[config.mk]
export PLATFORM = sky130hd
export DESIGN_NAME = line_program_entry_encoder_top
export DESIGN_NICKNAME = d
export VERILOG_FILES = /design/src/sv/lpe_pkg.sv /design/src/sv/line_program_entry_encoder_top.sv
export SDC_FILE = /design/constraint.sdc
export NUM_CORES = 1
export LEC_CHECK = 0
export BUFFER_PORTS_ARGS = -buffer_cell sky130_fd_sc_hd__buf_2
export CORE_MARGIN = 1.5
export CORE_UTILIZATION = 58
export DETAILED_ROUTE_END_ITERATION = 8
export HOLD_SLACK_MARGIN = 0.02
export PLACE_DENSITY = 0.91
export SYNTH_ARGS = -nofsm -noshare
export SYNTH_HDL_FRONTEND = slang
export SYNTH_SLANG_ARGS = --single-unit
[constraint.sdc]
create_clock -name i_clk -period 9.7 [get_ports i_clk]
set_clock_uncertainty 0.05 [all_clocks]
set_input_delay 1.455 -clock i_clk [delete_from_list [all_inputs] [get_ports i_clk]]
set_output_delay 1.455 -clock i_clk [all_outputs]
set_load 0.01 [all_outputs]
[src/sv/lpe_pkg.sv]
// shared types and constants for the line program entry encoder
package lpe_pkg;

    // default number of address bytes in set_address
    localparam int DEFAULT_ADDRESS_BYTES = 8;

    // line program opcodes and fixed bytes
    localparam logic [7:0] OP_EXTENDED    = 8'h00;
    localparam logic [7:0] OP_COPY        = 8'h01;
    localparam logic [7:0] OP_ADVANCE_LN  = 8'h03;
    localparam logic [7:0] OP_SET_FILE    = 8'h04;
    localparam logic [7:0] EXT_END_SEQ    = 8'h01;
    localparam logic [7:0] EXT_SET_ADDR   = 8'h02;

    // leb128 fields
    localparam logic [6:0] LEB_DATA_MASK  = 7'h7F;
    localparam logic [7:0] LEB_MORE       = 8'h80;

    // sequencer states
    typedef enum logic [3:0] {
        ST_IDLE,
        ST_END0,
        ST_END1,
        ST_END2,
        ST_HDR0,
        ST_HDR1,
        ST_HDR2,
        ST_ADDR,
        ST_FILEOP,
        ST_ULEB,
        ST_LINEOP,
        ST_SLEB,
        ST_COPY
    } t_state;

endpackage

[src/sv/line_program_entry_encoder_top.sv]
// line program entry encoder: one line-table row in, its line program bytes out
// an accepted row passes the sequencer state register, then the output register
// throughput: one byte per cycle from a single shift unit unless stalled; a row is
//   ADDRESS_BYTES + 6 + uleb bytes + sleb bytes (up to 24 at 8 bytes),
//   end_sequence is 3 bytes; the next transaction is accepted only back in idle
// reset: synchronous active low, clears the sequencer and output valid
module line_program_entry_encoder_top
    import lpe_pkg::*;
#(
    parameter int ADDRESS_BYTES = DEFAULT_ADDRESS_BYTES
) (
    input  logic               i_clk,
    input  logic               i_rst_n,
    input  logic               i_valid,
    output logic               o_stall,
    input  logic               i_action,
    input  logic [63:0]        i_address,
    input  logic [31:0]        i_file_num,
    input  logic signed [31:0] i_line_value,
    output logic               o_valid,
    input  logic               i_stall,
    output logic [7:0]         o_out_byte,
    output logic               o_last
);

    // address size bounded to 1..8 bytes
    localparam int ABYTES = (ADDRESS_BYTES > 8) ? 8 :
                            ((ADDRESS_BYTES < 1) ? 1 : ADDRESS_BYTES);
    // work register also carries the 32-bit leb128 operands
    localparam int WORK_W = ((ABYTES > 4) ? ABYTES : 4) * 8;
    localparam int CNT_W  = (ABYTES > 1) ? $clog2(ABYTES) : 1;

    t_state              r_state, n_state;
    logic [WORK_W-1:0]   r_work, n_work;
    logic [CNT_W-1:0]    r_count, n_count;
    logic [31:0]         r_held_file;
    logic [31:0]         r_held_line;
    logic                r_out_valid;
    logic [7:0]          r_out_byte;
    logic                r_last;

    logic                w_adv;
    logic                w_accept;
    logic                n_emit;
    logic [7:0]          n_out_byte;
    logic                n_last;
    logic [WORK_W-1:0]   w_shifted;
    logic                w_sh8;
    logic                w_arith;
    logic                w_uleb_done;
    logic                w_sleb_done;

    // handshake
    assign w_adv    = !r_out_valid || !i_stall;
    assign o_stall  = (r_state != ST_IDLE);
    assign w_accept = i_valid && (r_state == ST_IDLE);

    // shared shift unit: bytes for the address, 7-bit groups for leb128
    assign w_sh8   = (r_state == ST_ADDR);
    assign w_arith = (r_state == ST_SLEB);
    always_comb begin
        if (w_sh8) begin
            w_shifted = r_work >> 8;
        end else if (w_arith) begin
            w_shifted = WORK_W'($signed(r_work) >>> 7);
        end else begin
            w_shifted = r_work >> 7;
        end
    end

    // leb128 termination tests on the shifted value
    assign w_uleb_done = (w_shifted[31:0] == 32'd0);
    assign w_sleb_done = ((w_shifted[31:0] == 32'd0) && !r_work[6]) ||
                         ((w_shifted[31:0] == 32'hFFFF_FFFF) && r_work[6]);

    // sequencer: next state and emitted byte
    always_comb begin
        n_state    = r_state;
        n_work     = r_work;
        n_count    = r_count;
        n_emit     = 1'b0;
        n_out_byte = OP_EXTENDED;
        n_last     = 1'b0;
        unique case (r_state)
            ST_IDLE: begin
                if (i_valid) begin
                    n_state = i_action ? ST_END0 : ST_HDR0;
                    n_work  = WORK_W'(i_address);
                    n_count = '0;
                end
            end
            ST_END0: begin
                n_emit     = 1'b1;
                n_out_byte = OP_EXTENDED;
                n_state    = ST_END1;
            end
            ST_END1: begin
                n_emit     = 1'b1;
                n_out_byte = 8'd1;
                n_state    = ST_END2;
            end
            ST_END2: begin
                n_emit     = 1'b1;
                n_out_byte = EXT_END_SEQ;
                n_last     = 1'b1;
                n_state    = ST_IDLE;
            end
            ST_HDR0: begin
                n_emit     = 1'b1;
                n_out_byte = OP_EXTENDED;
                n_state    = ST_HDR1;
            end
            ST_HDR1: begin
                n_emit     = 1'b1;
                n_out_byte = 8'(ABYTES + 1);
                n_state    = ST_HDR2;
            end
            ST_HDR2: begin
                n_emit     = 1'b1;
                n_out_byte = EXT_SET_ADDR;
                n_state    = ST_ADDR;
            end
            ST_ADDR: begin
                n_emit     = 1'b1;
                n_out_byte = r_work[7:0];
                n_work     = w_shifted;
                n_count    = r_count + 1'b1;
                if (r_count == CNT_W'(ABYTES - 1)) begin
                    n_state = ST_FILEOP;
                end
            end
            ST_FILEOP: begin
                n_emit     = 1'b1;
                n_out_byte = OP_SET_FILE;
                n_work     = WORK_W'(r_held_file);
                n_state    = ST_ULEB;
            end
            ST_ULEB: begin
                n_emit     = 1'b1;
                n_out_byte = {1'b0, r_work[6:0] & LEB_DATA_MASK} |
                             (w_uleb_done ? 8'd0 : LEB_MORE);
                n_work     = w_shifted;
                if (w_uleb_done) begin
                    n_state = ST_LINEOP;
                end
            end
            ST_LINEOP: begin
                n_emit     = 1'b1;
                n_out_byte = OP_ADVANCE_LN;
                n_work     = WORK_W'($signed(r_held_line));
                n_state    = ST_SLEB;
            end
            ST_SLEB: begin
                n_emit     = 1'b1;
                n_out_byte = {1'b0, r_work[6:0] & LEB_DATA_MASK} |
                             (w_sleb_done ? 8'd0 : LEB_MORE);
                n_work     = w_shifted;
                if (w_sleb_done) begin
                    n_state = ST_COPY;
                end
            end
            ST_COPY: begin
                n_emit     = 1'b1;
                n_out_byte = OP_COPY;
                n_last     = 1'b1;
                n_state    = ST_IDLE;
            end
            default: begin
                n_state = ST_IDLE;
            end
        endcase
    end

    // sequencer registers; non-idle states only move when a byte can go out
    always_ff @(posedge i_clk) begin
        if (!i_rst_n) begin
            r_state <= ST_IDLE;
            r_count <= '0;
        end else if (w_accept || (w_adv && r_state != ST_IDLE)) begin
            r_state <= n_state;
            r_count <= n_count;
        end
    end

    // work register and held row
    always_ff @(posedge i_clk) begin
        if (w_accept || (w_adv && r_state != ST_IDLE)) begin
            r_work <= n_work;
        end
        if (w_accept && !i_action) begin
            r_held_file <= i_file_num;
            r_held_line <= i_line_value;
        end
    end

    // output register
    always_ff @(posedge i_clk) begin
        if (!i_rst_n) begin
            r_out_valid <= 1'b0;
        end else if (w_adv) begin
            r_out_valid <= n_emit;
        end
    end

    always_ff @(posedge i_clk) begin
        if (w_adv && n_emit) begin
            r_out_byte <= n_out_byte;
            r_last     <= n_last;
        end
    end

    assign o_valid    = r_out_valid;
    assign o_out_byte = r_out_byte;
    assign o_last     = r_last;

    // address byte counter stays inside the address field
    a_count_range: assert property (@(posedge i_clk) disable iff (!i_rst_n)
        (r_state == ST_ADDR) |-> (r_count <= CNT_W'(ABYTES - 1)))
        else $error("address byte counter out of range");

    // an end transaction starts the end_sequence run
    a_end_start: assert property (@(posedge i_clk) disable iff (!i_rst_n)
        (w_accept && i_action) |=> (r_state == ST_END0))
        else $error("end transaction did not start end_sequence");

    // a row transaction starts with the extended opcode header
    a_row_start: assert property (@(posedge i_clk) disable iff (!i_rst_n)
        (w_accept && !i_action) |=> (r_state == ST_HDR0))
        else $error("row transaction did not start set_address");

    // a byte leaving the sleb stage reaches the output register
    a_sleb_out: assert property (@(posedge i_clk) disable iff (!i_rst_n)
        (r_state == ST_SLEB && w_adv) |=> (o_valid && !o_last))
        else $error("sleb byte not presented");

endmodule

* After elaboration in Yosys (flattened, before gate mapping)
Cells that the tools add are included.
W data, S select, Z words.
** Word-level totals
- Register bits :: 145
** Cells by class
- Bitwise operators :: 2
- Multiplexer cells :: 17
- Equality and inequality tests :: 19
- $add $sub $neg :: 1
- Reduce and logical (&&, ||, !) cells :: 26
** Operators by type and width (count)
- $pmux W64 S4 :: 1
- $mux W64 :: 3
- $pmux W8 S8 :: 1
- $pmux W4 S11 :: 1
- $eq A32 B32 Y1 const B :: 1
- $logic_not A32 Y1 :: 1
- $eq A4 B4 Y1 const B :: 5
- $eq A4 B3 Y1 const B :: 4
- $mux W4 :: 4
- $mux W8 :: 2
- $or A7 B8 Y8 :: 2
- $reduce_or A12 Y1 :: 1
- $eq A4 B2 Y1 const B :: 2
- $reduce_bool A4 Y1 :: 2
- $logic_and A1 B1 Y1 :: 6
- $mux W3 :: 2
- $pmux W3 S2 :: 1
- $reduce_and A3 Y1 :: 2
- $reduce_or A3 Y1 :: 2
- $reduce_and A5 Y1 :: 1
- $eq A4 B1 Y1 const B :: 1
- $logic_not A1 Y1 :: 4
- $logic_not A4 Y1 :: 1
- $ne A2 B1 Y1 const B :: 2
- other kinds (9) :: 13

* Depth between registers and ports, before layout
Gate-level depths: netlist of run 1.
- Word-level depth :: 9
- Mapped depth :: 7
- Gate-level depth less buffers :: 7

* Least setup slack after synthesis of run 1
No wires, ideal clock.
- Kind :: input-to-reg
- From :: in i_stall
- To :: reg r_work[63], enable pin
- Stages :: 4
- Library setup time :: 0.314 ns
- Setup slack :: 4.530 ns
- Arrival :: 4.806 ns
- Cell sequence :: nand2_1 nand2_1 o21ai_1 a21boi_0
** Between the ends
- Cells in the longest elaborated chain, start to end :: 5
** Ends and longest elaborated chain
- from (decl) :: RTL line line_program_entry_encoder_top.sv:21 : input logic i_stall,
- $logic_not A1 Y1 :: RTL line line_program_entry_encoder_top.sv:54 : assign w_adv = !r_out_valid || !i_stall;
- $logic_or A1 B1 Y1 :: RTL line line_program_entry_encoder_top.sv:54
- $logic_and A1 B1 Y1 :: RTL line line_program_entry_encoder_top.sv:187 : if (w_accept || (w_adv && r_state != ST_IDLE)) begin
- $logic_or A1 B1 Y1 :: RTL line line_program_entry_encoder_top.sv:187
- $reduce_and A4 Y1 (no source line)
- to (signal assigned) :: RTL line line_program_entry_encoder_top.sv:188 : r_work <= n_work;
- to (decl) :: RTL line line_program_entry_encoder_top.sv:34 : logic [WORK_W-1:0] r_work, n_work;
No other way between the ends.
A chain may end at the register's enable or synchronous reset.

* Final worst setup path of run 1
- From :: reg r_state[3]
- To :: out o_stall
** Between the ends
- Cells in the longest elaborated chain, start to end :: 1
** Ends and longest elaborated chain
- from (decl) :: RTL line line_program_entry_encoder_top.sv:33 : t_state r_state, n_state;
- from (signal assigned) :: RTL line line_program_entry_encoder_top.sv:180 : r_state <= n_state;
- $reduce_bool A4 Y1 :: RTL line line_program_entry_encoder_top.sv:55 : assign o_stall = (r_state != ST_IDLE);
- to (decl) :: RTL line line_program_entry_encoder_top.sv:15 : output logic o_stall,
No other way between the ends.

==> run metrics, run 1 <==
outcome finished, violations left; failing checks design-rule violations; synthesized area per cell about 13 µm²; GRT Total Usage slightly below 30%; drt via density 6.670; gr ovfl total 0; Slew HR under 10%; Post-synth EDFFs between 100 and 150; dpl hpwl roughly 11 mm; Skew-Pair Late Insertion Delay 0.53 ns; Rows 37; dpl ws roughly 6.5 ns; DR WL/cell around 21 µm; Final Hold Viols 0; RSZ-0062 raised after global routing false; total CTS buffers 17; footprint of the multi-input gates 1883 µm²; Synth cell types 44; layout cells sized above 1 ~31%; CP cell instances or4_4, buf_2; #FFs+latches synth about 150; CTS resizes 0; CTS tree built; worst path required time ~8.2 ns; input/output buffers 143; ys flop type edfxtp_1; fin area approximately 7600 µm²; highest-count cells in the layout ignoring fill and taps 143 x buf_2, 137 x edfxtp_1, 78 x nand2_1, 55 x a222oi_1, 42 x nor2_1; Startpoint Class flop; Final nets between 700 and 800; Initial Utilization approximately 60%; Reg clk slew, reported paths roughly 0.060 ns; hold_buf cts 0; Top Ports 144; Seq/Total Area, Yosys approximately two thirds; 1st-pass router iterations 9; core area roughly 10000 µm²; Reg area about 4300 µm²; Final Critical Period about 3.3 ns; IR drop worst, VDD roughly 180 µV; critical path class flop to output port; DR vias 5096; max_cap viols 0; CP startpoint r_state[3]$_SDFFE_PN0P_; Syn. warnings 0; TritonCTS Sinks 145; Cells after Synth ~490; DR iter-0 viols roughly 920; slack of the critical path 6.389 ns; filler instances 645; Post-Place Cell Area about 7000 µm²; Leak approximately 2.8 nW; CP delay by family, top simple AND/OR/NAND/NOR gates; final wirelength ~16 mm; type of destination of the critical path output port; RR Startpoint r_state[0]$_SDFFE_PN0P_; area grow syn2layout 21.63%; crit path buf inv count 1; Final Wtd Congestion ~0.87; Hold Startpoint r_count[1]$_SDFFE_PN0P_; placed cells around 730; final slew viol count 0; f_max just over 0.3 GHz; CTS root buffer clkbuf_8; Tcrit/Tclk final about a third; DRC errors left 28; die height between 100 and 150 µm; Crit path largest cell delay 0.64 ns; Async S/R FF share, synth 0%; largest net degree at the start of global routing 65; Syn Nets 621; CP max-delay cell or4_4; Die Wd roughly 110 µm; PwrDens 252.4 nW/µm²; CP Max Fanout 18; Worst-Margin Slew ~1.4 ns; Post-Syn Area ~6300 µm²; first-pass GRT wire length about 25 mm; H-tree depth reported by CTS 4; total power ~0.0019 W; Final setup viols 0; initial antenna violation count 0; Longest Clk Path Bufs 2; most common cell after layout, fill and taps aside buf_2; Hold Path Class flop to flop; Setup TNS 0 ns; full die area roughly 11000 µm²; Non-Filler Instances about 760; vias in the first global route 4849; CP arrival approximately 1.8 ns; ANT nets after route 0; # Post-CTS Setup Buffers 0; diode count 0
==> power breakdown <==
| part | total [W] | switching (W) | internal [W] |
|---|---|---|---|
| clock | 0.000616 | 0.000252 | 0.000364 |
| sequential | 0.00100 | 0.000120 | 0.000880 |
| combinational | 0.000312 | 0.000205 | 0.000107 |
| total | 0.00193 | 0.000577 | 0.00135 |
==> flip-flops by register name, indices dropped and copies added, names as in the netlist <==
name / count
o_last: 1
o_out_byte: 8
o_valid: 1
r_count: 3
r_held_file: 32
r_held_line: 32
r_state: 4
r_work: 64
==> cells in the mapped netlist, types with 2 or more instances <==
cell type | number | area (µm²)
a21oi_1 | 5 | 25.02
o22ai_1 | 2 | 12.51
nor2b_1 | 4 | 25.02
o21a_1 | 3 | 22.52
nand3_1 | 12 | 60.06
edfxtp_1 | 137 | 4114
buf_1 | 6 | 22.52
ha_1 | 2 | 25.02
a22oi_1 | 3 | 22.52
nand2_1 | 79 | 296.5
a21boi_0 | 4 | 30.03
nor3_1 | 3 | 15.01
nor2_1 | 46 | 172.7
clkbuf_1 | 27 | 101.4
dfxtp_1 | 8 | 160.2
nand4_1 | 9 | 56.30
a21o_1 | 6 | 45.04
a222oi_1 | 55 | 550.5
o21ai_0 | 9 | 45.04
buf_2 | 3 | 15.01
a31oi_1 | 32 | 200.2
and2_1 | 2 | 12.51
nor4_1 | 8 | 50.05
==> tightest hold or removal path: stages, from the launching register on <==
cell,delay (ns)
dfxtp_1,0.32
nand3_1,0.06
a21boi_0,0.07
==> cells by family after synthesis <==
| group | count (synthesis) | share of synthesized area, % |
|---|---|---|
| buffers and inverters | 39 | 2.450 |
| adders and majority gates | 2 | 0.3983 |
| DFF | 145 | 68.05 |
| AOI/OAI and AO/OA | 125 | 15.96 |
| and+or+nand+nor | 173 | 12.75 |
| muxes | 2 | 0.3983 |
==> final timing paths <==
check / slack, ns / depth (start not counted) / end
hold / removal: 0.45 / 2 / r_count[1]$_SDFFE_PN0P_
setup / recovery: 6.39 / 2 / o_stall
hold reg to reg: 0.45 / 2 / r_count[1]$_SDFFE_PN0P_
setup reg to reg: 6.70 / 7 / r_work[61]$_DFFE_PP_
==> layout make-up <==
| type | count | area share [%] |
|---|---|---|
| clock inverters | 14 | 1.851 |
| clock buffers | 18 | 5.470 |
| multi-input cells | 302 | 24.65 |
| flip-flops and latches | 145 | 55.94 |
| inverters | 2 | 0.09826 |
| repair buffers | 147 | 9.761 |
| well taps | 136 | 2.227 |
==> through the flow <==
stage | hold slack, ns | utilization (%)
finish | 0.4460 | 73.35
global route | 0.4895 | 73.35
CTS | 0.4530 | 73.35
detailed placement | 0.4439 | 67.98
global placement | 0.4245 | 67.98
floorplan | 0.4082 | -
==> per-layer routing <==
layer | share of wire (%) | wire length (µm) | vias up | global-route usage, %
met2 | 50 | 8065 | 453 | 48.82
met3 | 12 | 2021 | 59 | 7.295
li1 | - | - | 2238 | -
met1 | 35 | 5699 | 2346 | 36.99
met4 | 2.9 | 475 | 0 | 12.67
met5 | 0 | 0 | - | 0
Power figures use the tool's default switching activity.
==> run 2, diff against run 1 <==
--- a/config.mk
+++ b/config.mk
@@ -5,12 +5,13 @@
 export SDC_FILE = /design/constraint.sdc
 export NUM_CORES = 1
 export LEC_CHECK = 0
+export ABC_AREA = 1
 export BUFFER_PORTS_ARGS = -buffer_cell sky130_fd_sc_hd__buf_2
 export CORE_MARGIN = 1.5
-export CORE_UTILIZATION = 58
+export CORE_UTILIZATION = 55
 export DETAILED_ROUTE_END_ITERATION = 8
 export HOLD_SLACK_MARGIN = 0.02
-export PLACE_DENSITY = 0.91
+export PLACE_DENSITY = 0.86
 export SYNTH_ARGS = -nofsm -noshare
 export SYNTH_HDL_FRONTEND = slang
 export SYNTH_SLANG_ARGS = --single-unit
==> constraint.sdc (replaced) <==
create_clock -name i_clk -period 3.4 [get_ports i_clk]
set_clock_uncertainty 0.05 [all_clocks]
set_input_delay 0.51 -clock i_clk [delete_from_list [all_inputs] [get_ports i_clk]]
set_output_delay 0.51 -clock i_clk [all_outputs]
set_load 0.01 [all_outputs]
==> run 2 against run 1 <==
Net effect:
- the flow now finishes without violations
- sequential power rose to 3.1 times the previous value
- clock power rose to 2.8 times the previous value
- hold slack got worse by 0.24 ns
- wire length up 5.0%
- final cell count grew 40%
- synthesized cell count grew 54%
- non-clock buffer count rose by 5
- die area up 17%
- critical path depth is 9 higher
- largest cell class unchanged
- largest power group unchanged
==> run metrics, run 2 <==
CP max-delay cell dfxtp_1 (was or4_4); worst hold endpoint r_held_file[28]$_DFFE_PP_ (was r_count[1]$_SDFFE_PN0P_); CTS root buffer clkbuf_16 (was clkbuf_8); Hold Startpoint i_file_num[28] (was r_count[1]$_SDFFE_PN0P_); Cells after Synth 750 (was 486); core area 12570 µm² (was 10420 µm²); Slew HR 44.40% (was 6.861%); Synth cell types 29 (was 44); CTS resizes 0 (unchanged); DRC errors left 0 (was 28); total CTS buffers 17 (unchanged); max_cap viols 0 (unchanged); Int Power 0.004528 W (was 0.001352 W); layout cells sized above 1 22.00% (was 30.57%); CP arrival 2.83 ns (was 1.81 ns); critical path class flop to flop (was flop to output port); diode count 0 (unchanged); Biggest register r_work (unchanged); Startpoint Class flop (unchanged); Initial Utilization 55.93% (was 60.30%); Die Wd 116.1 µm (was 107.1 µm); Rows 41 (was 37); drt via density 5.485 (was 6.670); NetSw 0.002529 W (was 0.0005770 W); hold_buf cts 0 (unchanged); biggest regs r_work: 64 flops, r_held_file: 32 flops, r_held_line: 32 flops (unchanged); f_max around 0.36 GHz; dpl hpwl 11.91 mm (was 10.72 mm); most frequent cell on the critical path nand2_1; #FFs+latches synth 145 (unchanged); Syn. warnings 0 (unchanged); Skew-Pair Late Insertion Delay 0.43 ns (was 0.53 ns); Final nets 1022 (was 750); Hold Path Class primary input to flop (was flop to flop); Worst Hold Depth 1 (was 2); Yosys top cell area share 58.53% (was 65.50%); Seq/Total Area, Yosys 60.80% (was 68.05%); outcome completed (was finished, violations left); input/output buffers 143 (unchanged); commonest cells in the synthesized netlist 310 x nand2_1, 137 x edfxtp_1, 65 x nor2_1 (was 137 x edfxtp_1, 79 x nand2_1, 55 x a222oi_1); gr ovfl total 0 (unchanged); # Post-CTS Setup Buffers 0 (unchanged); RSZ-0062 raised after global routing false (unchanged); RR Startpoint r_state[2]$_SDFFE_PN0P_ (was r_state[0]$_SDFFE_PN0P_); DR WL/cell 15.93 µm (was 21.28 µm); synthesized area per cell 9.372 µm² (was 12.92 µm²); GRT Total Usage 27.20% (was 29.48%); Final setup viols 0 (unchanged); Post-Syn Area 7029 µm² (was 6281 µm²); Clk pwr share 24.7% (was 31.9%); Longest Clk Path Bufs 2 (unchanged); RR Endpoint o_out_byte[7]$_DFFE_PP_ (was r_work[61]$_DFFE_PP_); sequential share of power 44.4% (was 51.9%); area grow syn2layout 19.94% (was 21.63%); TritonCTS Sinks 145 (unchanged); vias in the first global route 5563 (was 4849); most common cell after layout, fill and taps aside nand2_1 (was buf_2); Top Ports 144 (unchanged); Async S/R FF share, synth 0% (unchanged); DR iter-0 viols 519 (was 922); DR vias 5880 (was 5096); Post-synth EDFFs 137 (unchanged); reg2reg setup slack 0.65 ns (was 6.70 ns); Final Critical Period 2.750 ns; H-tree depth reported by CTS 4 (unchanged); ys flop type edfxtp_1 (unchanged); full die area 13470 µm² (was 11460 µm²); Comb pwr share 30.9% (was 16.2%); final wirelength 17.08 mm (was 16.26 mm); CTS tree built (unchanged); 1st-pass router iterations 6 (was 9); synth top area cells edfxtp_1 59%, nand2_1 17%, nor2_1 3.5% (was edfxtp_1 65%, a222oi_1 8.8%, nand2_1 4.7%); type of destination of the critical path flop (was output port); Tcrit/Tclk final 80.88%; dpl ws 0.7861 ns (was 6.453 ns); max reg flops 64 (unchanged); final slew viol count 0 (unchanged); Setup TNS 0 ns (unchanged); initial antenna violation count 0 (unchanged); highest-count cells in the layout ignoring fill and taps 310 x nand2_1, 143 x buf_2, 137 x edfxtp_1, 61 x nor2_1, 59 x inv_1 (was 143 x buf_2, 137 x edfxtp_1, 78 x nand2_1, 55 x a222oi_1, 42 x nor2_1); slack of the critical path 0.6500 ns (was 6.389 ns); Syn Nets 885 (was 621); PwrDens 837.1 nW/µm² (was 252.4 nW/µm²); Sw Ratio 35.84% (was 29.92%); Crit path largest cell delay 0.44 ns (was 0.64 ns); CP Max Fanout 72 (was 18); largest net degree at the start of global routing 73 (was 65); leading area contributor after synthesis edfxtp_1 (unchanged); first-pass GRT wire length 27.19 mm (was 24.83 mm); IR drop worst, VDD 414.4 µV (was 182.3 µV); die height 116.1 µm (was 107.1 µm); worst r2r path cells 11 (was 7); CP cell instances inv_2, nor2_4, nand2_4, o21ai_1, nand2_1, nor2_1, nand2_1, nor2_1, nand2_1, nand3_2, o211ai_1 (was or4_4, buf_2); worst path required time 3.48 ns (was 8.20 ns); ANT nets after route 0 (unchanged); Final Hold Viols 0 (unchanged); Worst-Margin Slew 0.8340 ns (was 1.396 ns); Final Wtd Congestion 0.9843 (was 0.8721); tightest hold margin 0.2085 ns (was 0.4460 ns); Reg clk slew, reported paths 0.06 ns (about the same); Final Util 67.08% (was 73.35%); top-count cell post-synth nand2_1 (was edfxtp_1); Leak 3.703 nW (was 2.782 nW)
-- run 2: cell count changes after synthesis, moves of 24 or more --
| cell | change |
|---|---|
| a222oi_1 | -55 |
| inv_1 | +59 |
| nand2_1 | +231 |
| a31oi_1 | -32 |
| o2111ai_1 | +27 |
| o211ai_1 | +24 |
-- run 2: logic make-up (layout without fill, tap and decap cells) --
group	after synthesis	count (layout)	synth area share (%)
AOI/OAI and AO/OA	100	100	9.861
DFF	145	145	60.80
adders and majority gates	2	2	0.3559
and+or+nand+nor	404	404	22.91
buffers and inverters	99	249	6.070
-- run 2: metrics by stage --
step | cell area (µm²) | total power [W] | std cells
final | 8431 | 0.007057 | 1072
after global routing | 8431 | 0.007464 | 1072
after CTS | 8431 | 0.007029 | 1072
after detailed placement | 7878 | 0.005279 | 1040
after global placement | 7878 | 0.005206 | 1040
after floorplan | 7032 | 0.004539 | 750
-- run 2: how the worst max path moves through the flow --
stage | startpoint | cells after the start | slack (ns) | end
final | r_state[2]$_SDFFE_PN0P_ | 11 | 0.65 | o_out_byte[7]$_DFFE_PP_
after global routing | r_state[2]$_SDFFE_PN0P_ | 14 | 0.48 | r_state[3]$_SDFFE_PN0P_
after CTS | r_state[2]$_SDFFE_PN0P_ | 11 | 0.73 | o_out_byte[7]$_DFFE_PP_
after detailed placement | r_state[2]$_SDFFE_PN0P_ | 11 | 0.79 | o_out_byte[7]$_DFFE_PP_
after global placement | r_state[2]$_SDFFE_PN0P_ | 11 | 0.88 | o_out_byte[7]$_DFFE_PP_
after floorplan | r_state[0]$_SDFFE_PN0P_ | 9 | 0.31 | r_work[0]$_DFFE_PP_
-- run 2: power groups by stage --
stage          logic [W]  clock network, W  registers, W
6_report         0.00218           0.00174       0.00313
5_1_grt          0.00245           0.00184       0.00318
4_1_cts          0.00215           0.00176       0.00312
3_5_place_dp     0.00214                 0       0.00314
3_3_place_gp     0.00208                 0       0.00313
2_1_floorplan    0.00145                 0       0.00309
-- run 2: worst max-delay path: cells and delay by family (launching register included) --
kind | cells | cell delay (ns)
buffers and inverters | 1 | 0.09
AOI/OAI and AO/OA | 2 | 0.58
DFF | 1 | 0.44
and+or+nand+nor | 8 | 1.28
-- run 2: layout make-up --
class,instances,area [µm²]
Clock buffer,19,432.9
Clock inverter,13,120.1
Fill cell,961,4138
Inverter,65,244.0
Multi-Input combinational cell,506,2349
Sequential cell,145,4274
Tap cell,172,215.2
Timing Repair Buffer,152,795.8
-- run 2: layer usage --
layer | up-vias | GRT usage [%] | routed length (µm)
met2 | 345 | 43.41 | 8171
met1 | 2694 | 35.09 | 6888
met4 | 0 | 10.57 | 411
met3 | 38 | 8.368 | 1603
li1 | 2803 | - | -
met5 | - | 0 | 0
==> run 3, diff against run 2 <==
==> constraint.sdc (replaced) <==
create_clock -name i_clk -period 2.8 [get_ports i_clk]
set_clock_uncertainty 0.05 [all_clocks]
set_input_delay 0.42 -clock i_clk [delete_from_list [all_inputs] [get_ports i_clk]]
set_output_delay 0.42 -clock i_clk [all_outputs]
set_load 0.01 [all_outputs]
==> run 3 against run 2 <==
Net effect:
- non-clock buffer count is 4 higher
- die area unchanged
- first-iteration DRC count rose by 25%
- utilization increased by 1.0 points
- sequential share of layout area decreased by 0.75 points
- wire length grew 2.9%
- sequential power up 22%
- flip-flop and latch count did not move
- count of clock-buffer cells in the layout fell by 2
- total power grew 27%
- via count rose by 0.36%
- critical endpoint is now r_state[0]$_SDFFE_PN0P_
==> run metrics, run 3 (same netlist as run 2, synthesis figures left out) <==
DR WL/cell 16.34 µm (was 15.93 µm); CP arrival 2.77 ns (was 2.83 ns); outcome completed (unchanged); Final Wtd Congestion 0.9702 (was 0.9843); DR iter-0 viols 651 (was 519); tightest hold margin 0.1087 ns (was 0.2085 ns); final wirelength 17.58 mm (was 17.08 mm); Skew-Pair Late Insertion Delay 0.44 ns (was 0.43 ns); Final Critical Period 2.451 ns (was 2.750 ns); core area 12570 µm² (unchanged); slack of the critical path 0.3487 ns (was 0.6500 ns); DR vias 5901 (was 5880); Final Hold Viols 0 (unchanged); Rows 41 (unchanged); fin area 8557 µm² (was 8431 µm²); # Post-CTS Setup Buffers 0 (unchanged); Biggest register r_work (unchanged); Crit path largest cell delay 0.47 ns (was 0.44 ns); most common cell after layout, fill and taps aside nand2_1 (unchanged); area grow syn2layout 21.73% (was 19.94%); critical path class flop to flop (unchanged); max reg flops 64 (unchanged); DRC errors left 0 (unchanged); type of destination of the critical path flop (unchanged); largest net degree at the start of global routing 66 (was 73); Top Ports 144 (unchanged); placed cells 1044 (was 1040); full die area 13470 µm² (unchanged); total CTS buffers 17 (unchanged); first-pass GRT wire length 27.67 mm (was 27.19 mm); Longest Clk Path Bufs 2 (unchanged); dpl ws 0.4356 ns (was 0.7861 ns); f_max 0.4079 GHz (was 0.3636 GHz); dpl hpwl 11.95 mm (was 11.91 mm); final slew viol count 0 (unchanged); die height 116.1 µm (unchanged); worst r2r path cells 14 (was 11); RSZ-0062 raised after global routing false (unchanged); Startpoint Class flop (unchanged); CTS root buffer clkbuf_16 (unchanged); Initial Utilization 55.93% (unchanged); CTS tree built (unchanged); Slew HR 55.22% (was 44.40%); CP Max Fanout 40 (was 72); ANT nets after route 0 (unchanged); Post-Place Cell Area 7924 µm² (was 7878 µm²); initial antenna violation count 0 (unchanged); highest-count cells in the layout ignoring fill and taps 310 x nand2_1, 143 x buf_2, 137 x edfxtp_1, 61 x nor2_1, 59 x inv_1 (unchanged); IR drop worst, VDD 557.7 µV (was 414.4 µV); Worst-Margin Slew 0.6716 ns (was 0.8340 ns); GRT Total Usage 27.80% (was 27.20%); drt via density 5.484 (was 5.485); biggest regs r_work: 64 flops, r_held_file: 32 flops, r_held_line: 32 flops (unchanged); Leak 3.748 nW (was 3.703 nW); CTS resizes 0 (unchanged); gr ovfl total 0 (unchanged); CP max-delay cell nor2_8 (was dfxtp_1); RR Endpoint r_state[0]$_SDFFE_PN0P_ (was o_out_byte[7]$_DFFE_PP_); Final setup viols 0 (unchanged); layout cells sized above 1 22.90% (was 22.00%); filler instances 950 (was 961); hold_buf cts 0 (unchanged); most frequent cell on the critical path nand2_1 (unchanged); CP cell instances nand2_4, nor2_8, nand2_1, nand2_1, nand2_1, nor2_1, nand2_1, nor2_1, nand3_1, nand3_2, nand3_2, nand2_1, inv_1, nor2_1 (was inv_2, nor2_4, nand2_4, o21ai_1, nand2_1, nor2_1, nand2_1, nor2_1, nand2_1, nand3_2, o211ai_1); Final nets 1026 (was 1022); Setup TNS 0 ns (unchanged); Reg clk slew, reported paths 0.06 ns (about the same); input/output buffers 143 (unchanged); Hold Startpoint i_line_value[15] (was i_file_num[28]); H-tree depth reported by CTS 4 (unchanged); 1st-pass router iterations 6 (unchanged); TritonCTS Sinks 145 (unchanged); Tcrit/Tclk final 87.55% (was 80.88%); RR Startpoint r_state[1]$_SDFFE_PN0P_ (was r_state[2]$_SDFFE_PN0P_); reg2reg setup slack 0.35 ns (was 0.65 ns); worst hold endpoint r_held_line[15]$_DFFE_PP_ (was r_held_file[28]$_DFFE_PP_); max_cap viols 0 (unchanged); PwrDens 1044 nW/µm² (was 837.1 nW/µm²); diode count 0 (unchanged); Non-Filler Instances 1076 (was 1072); Hold Path Class primary input to flop (unchanged); Die Wd 116.1 µm (unchanged); Worst Hold Depth 1 (unchanged); vias in the first global route 5593 (was 5563); worst path required time 3.12 ns (was 3.48 ns)
run 3: where the power goes:
group	internal, W	total (W)	switching (W)
registers	0.00342	0.00381	0.000385
clock network	0.00150	0.00242	0.000921
logic	0.000815	0.00270	0.00189
total	0.00574	0.00893	0.00320
run 3: worst max-delay path by stage:
stage / start / endpoint / slack (ns) / cells after the start
2_1_floorplan: r_state[3]$_SDFFE_PN0P_ / r_work[0]$_DFFE_PP_ / 0.001 / 10
3_3_place_gp: r_state[1]$_SDFFE_PN0P_ / r_state[0]$_SDFFE_PN0P_ / 0.48 / 14
3_5_place_dp: r_state[1]$_SDFFE_PN0P_ / r_state[0]$_SDFFE_PN0P_ / 0.44 / 14
4_1_cts: r_state[1]$_SDFFE_PN0P_ / r_state[0]$_SDFFE_PN0P_ / 0.39 / 14
5_1_grt: r_state[2]$_SDFFE_PN0P_ / r_state[2]$_SDFFE_PN0P_ / 0.01 / 14
6_report: r_state[1]$_SDFFE_PN0P_ / r_state[0]$_SDFFE_PN0P_ / 0.35 / 14
run 3: layer usage:
| layer | global-route usage (%) | vias up | share of wire [%] |
|---|---|---|---|
| met5 | 0 | - | 0 |
| met1 | 36.30 | 2737 | 41 |
| met4 | 11.87 | 0 | 2.4 |
| met3 | 6.695 | 39 | 8.8 |
| li1 | - | 2823 | - |
| met2 | 44.78 | 302 | 48 |
run 3: layout make-up:
| cell class | count | area (µm²) | area share (%) |
|---|---|---|---|
| multi-input cells | 506 | 2349 | 27.45 |
| well taps | 172 | 215.2 | 2.515 |
| flip-flops and latches | 145 | 4274 | 49.95 |
| repair buffers | 156 | 838.3 | 9.797 |
| clock buffers | 17 | 425.4 | 4.971 |
| clock inverters | 15 | 207.7 | 2.427 |
| inverters | 65 | 247.7 | 2.895 |
run 3: worst max-delay path, delay by kind of cell (launching register included):
kind / cells / cell delay (ns)
buffers and inverters: 1 / 0.04
DFF: 1 / 0.44
and+or+nand+nor: 13 / 1.82
run 3: per-stage QoR:
step | utilization, % | total power [W]
6_report | 68.08 | 0.008933
5_1_grt | 68.08 | 0.009415
4_1_cts | 68.08 | 0.008909
3_5_place_dp | 63.05 | 0.006449
3_3_place_gp | 63.05 | 0.006385
2_1_floorplan | - | 0.005508
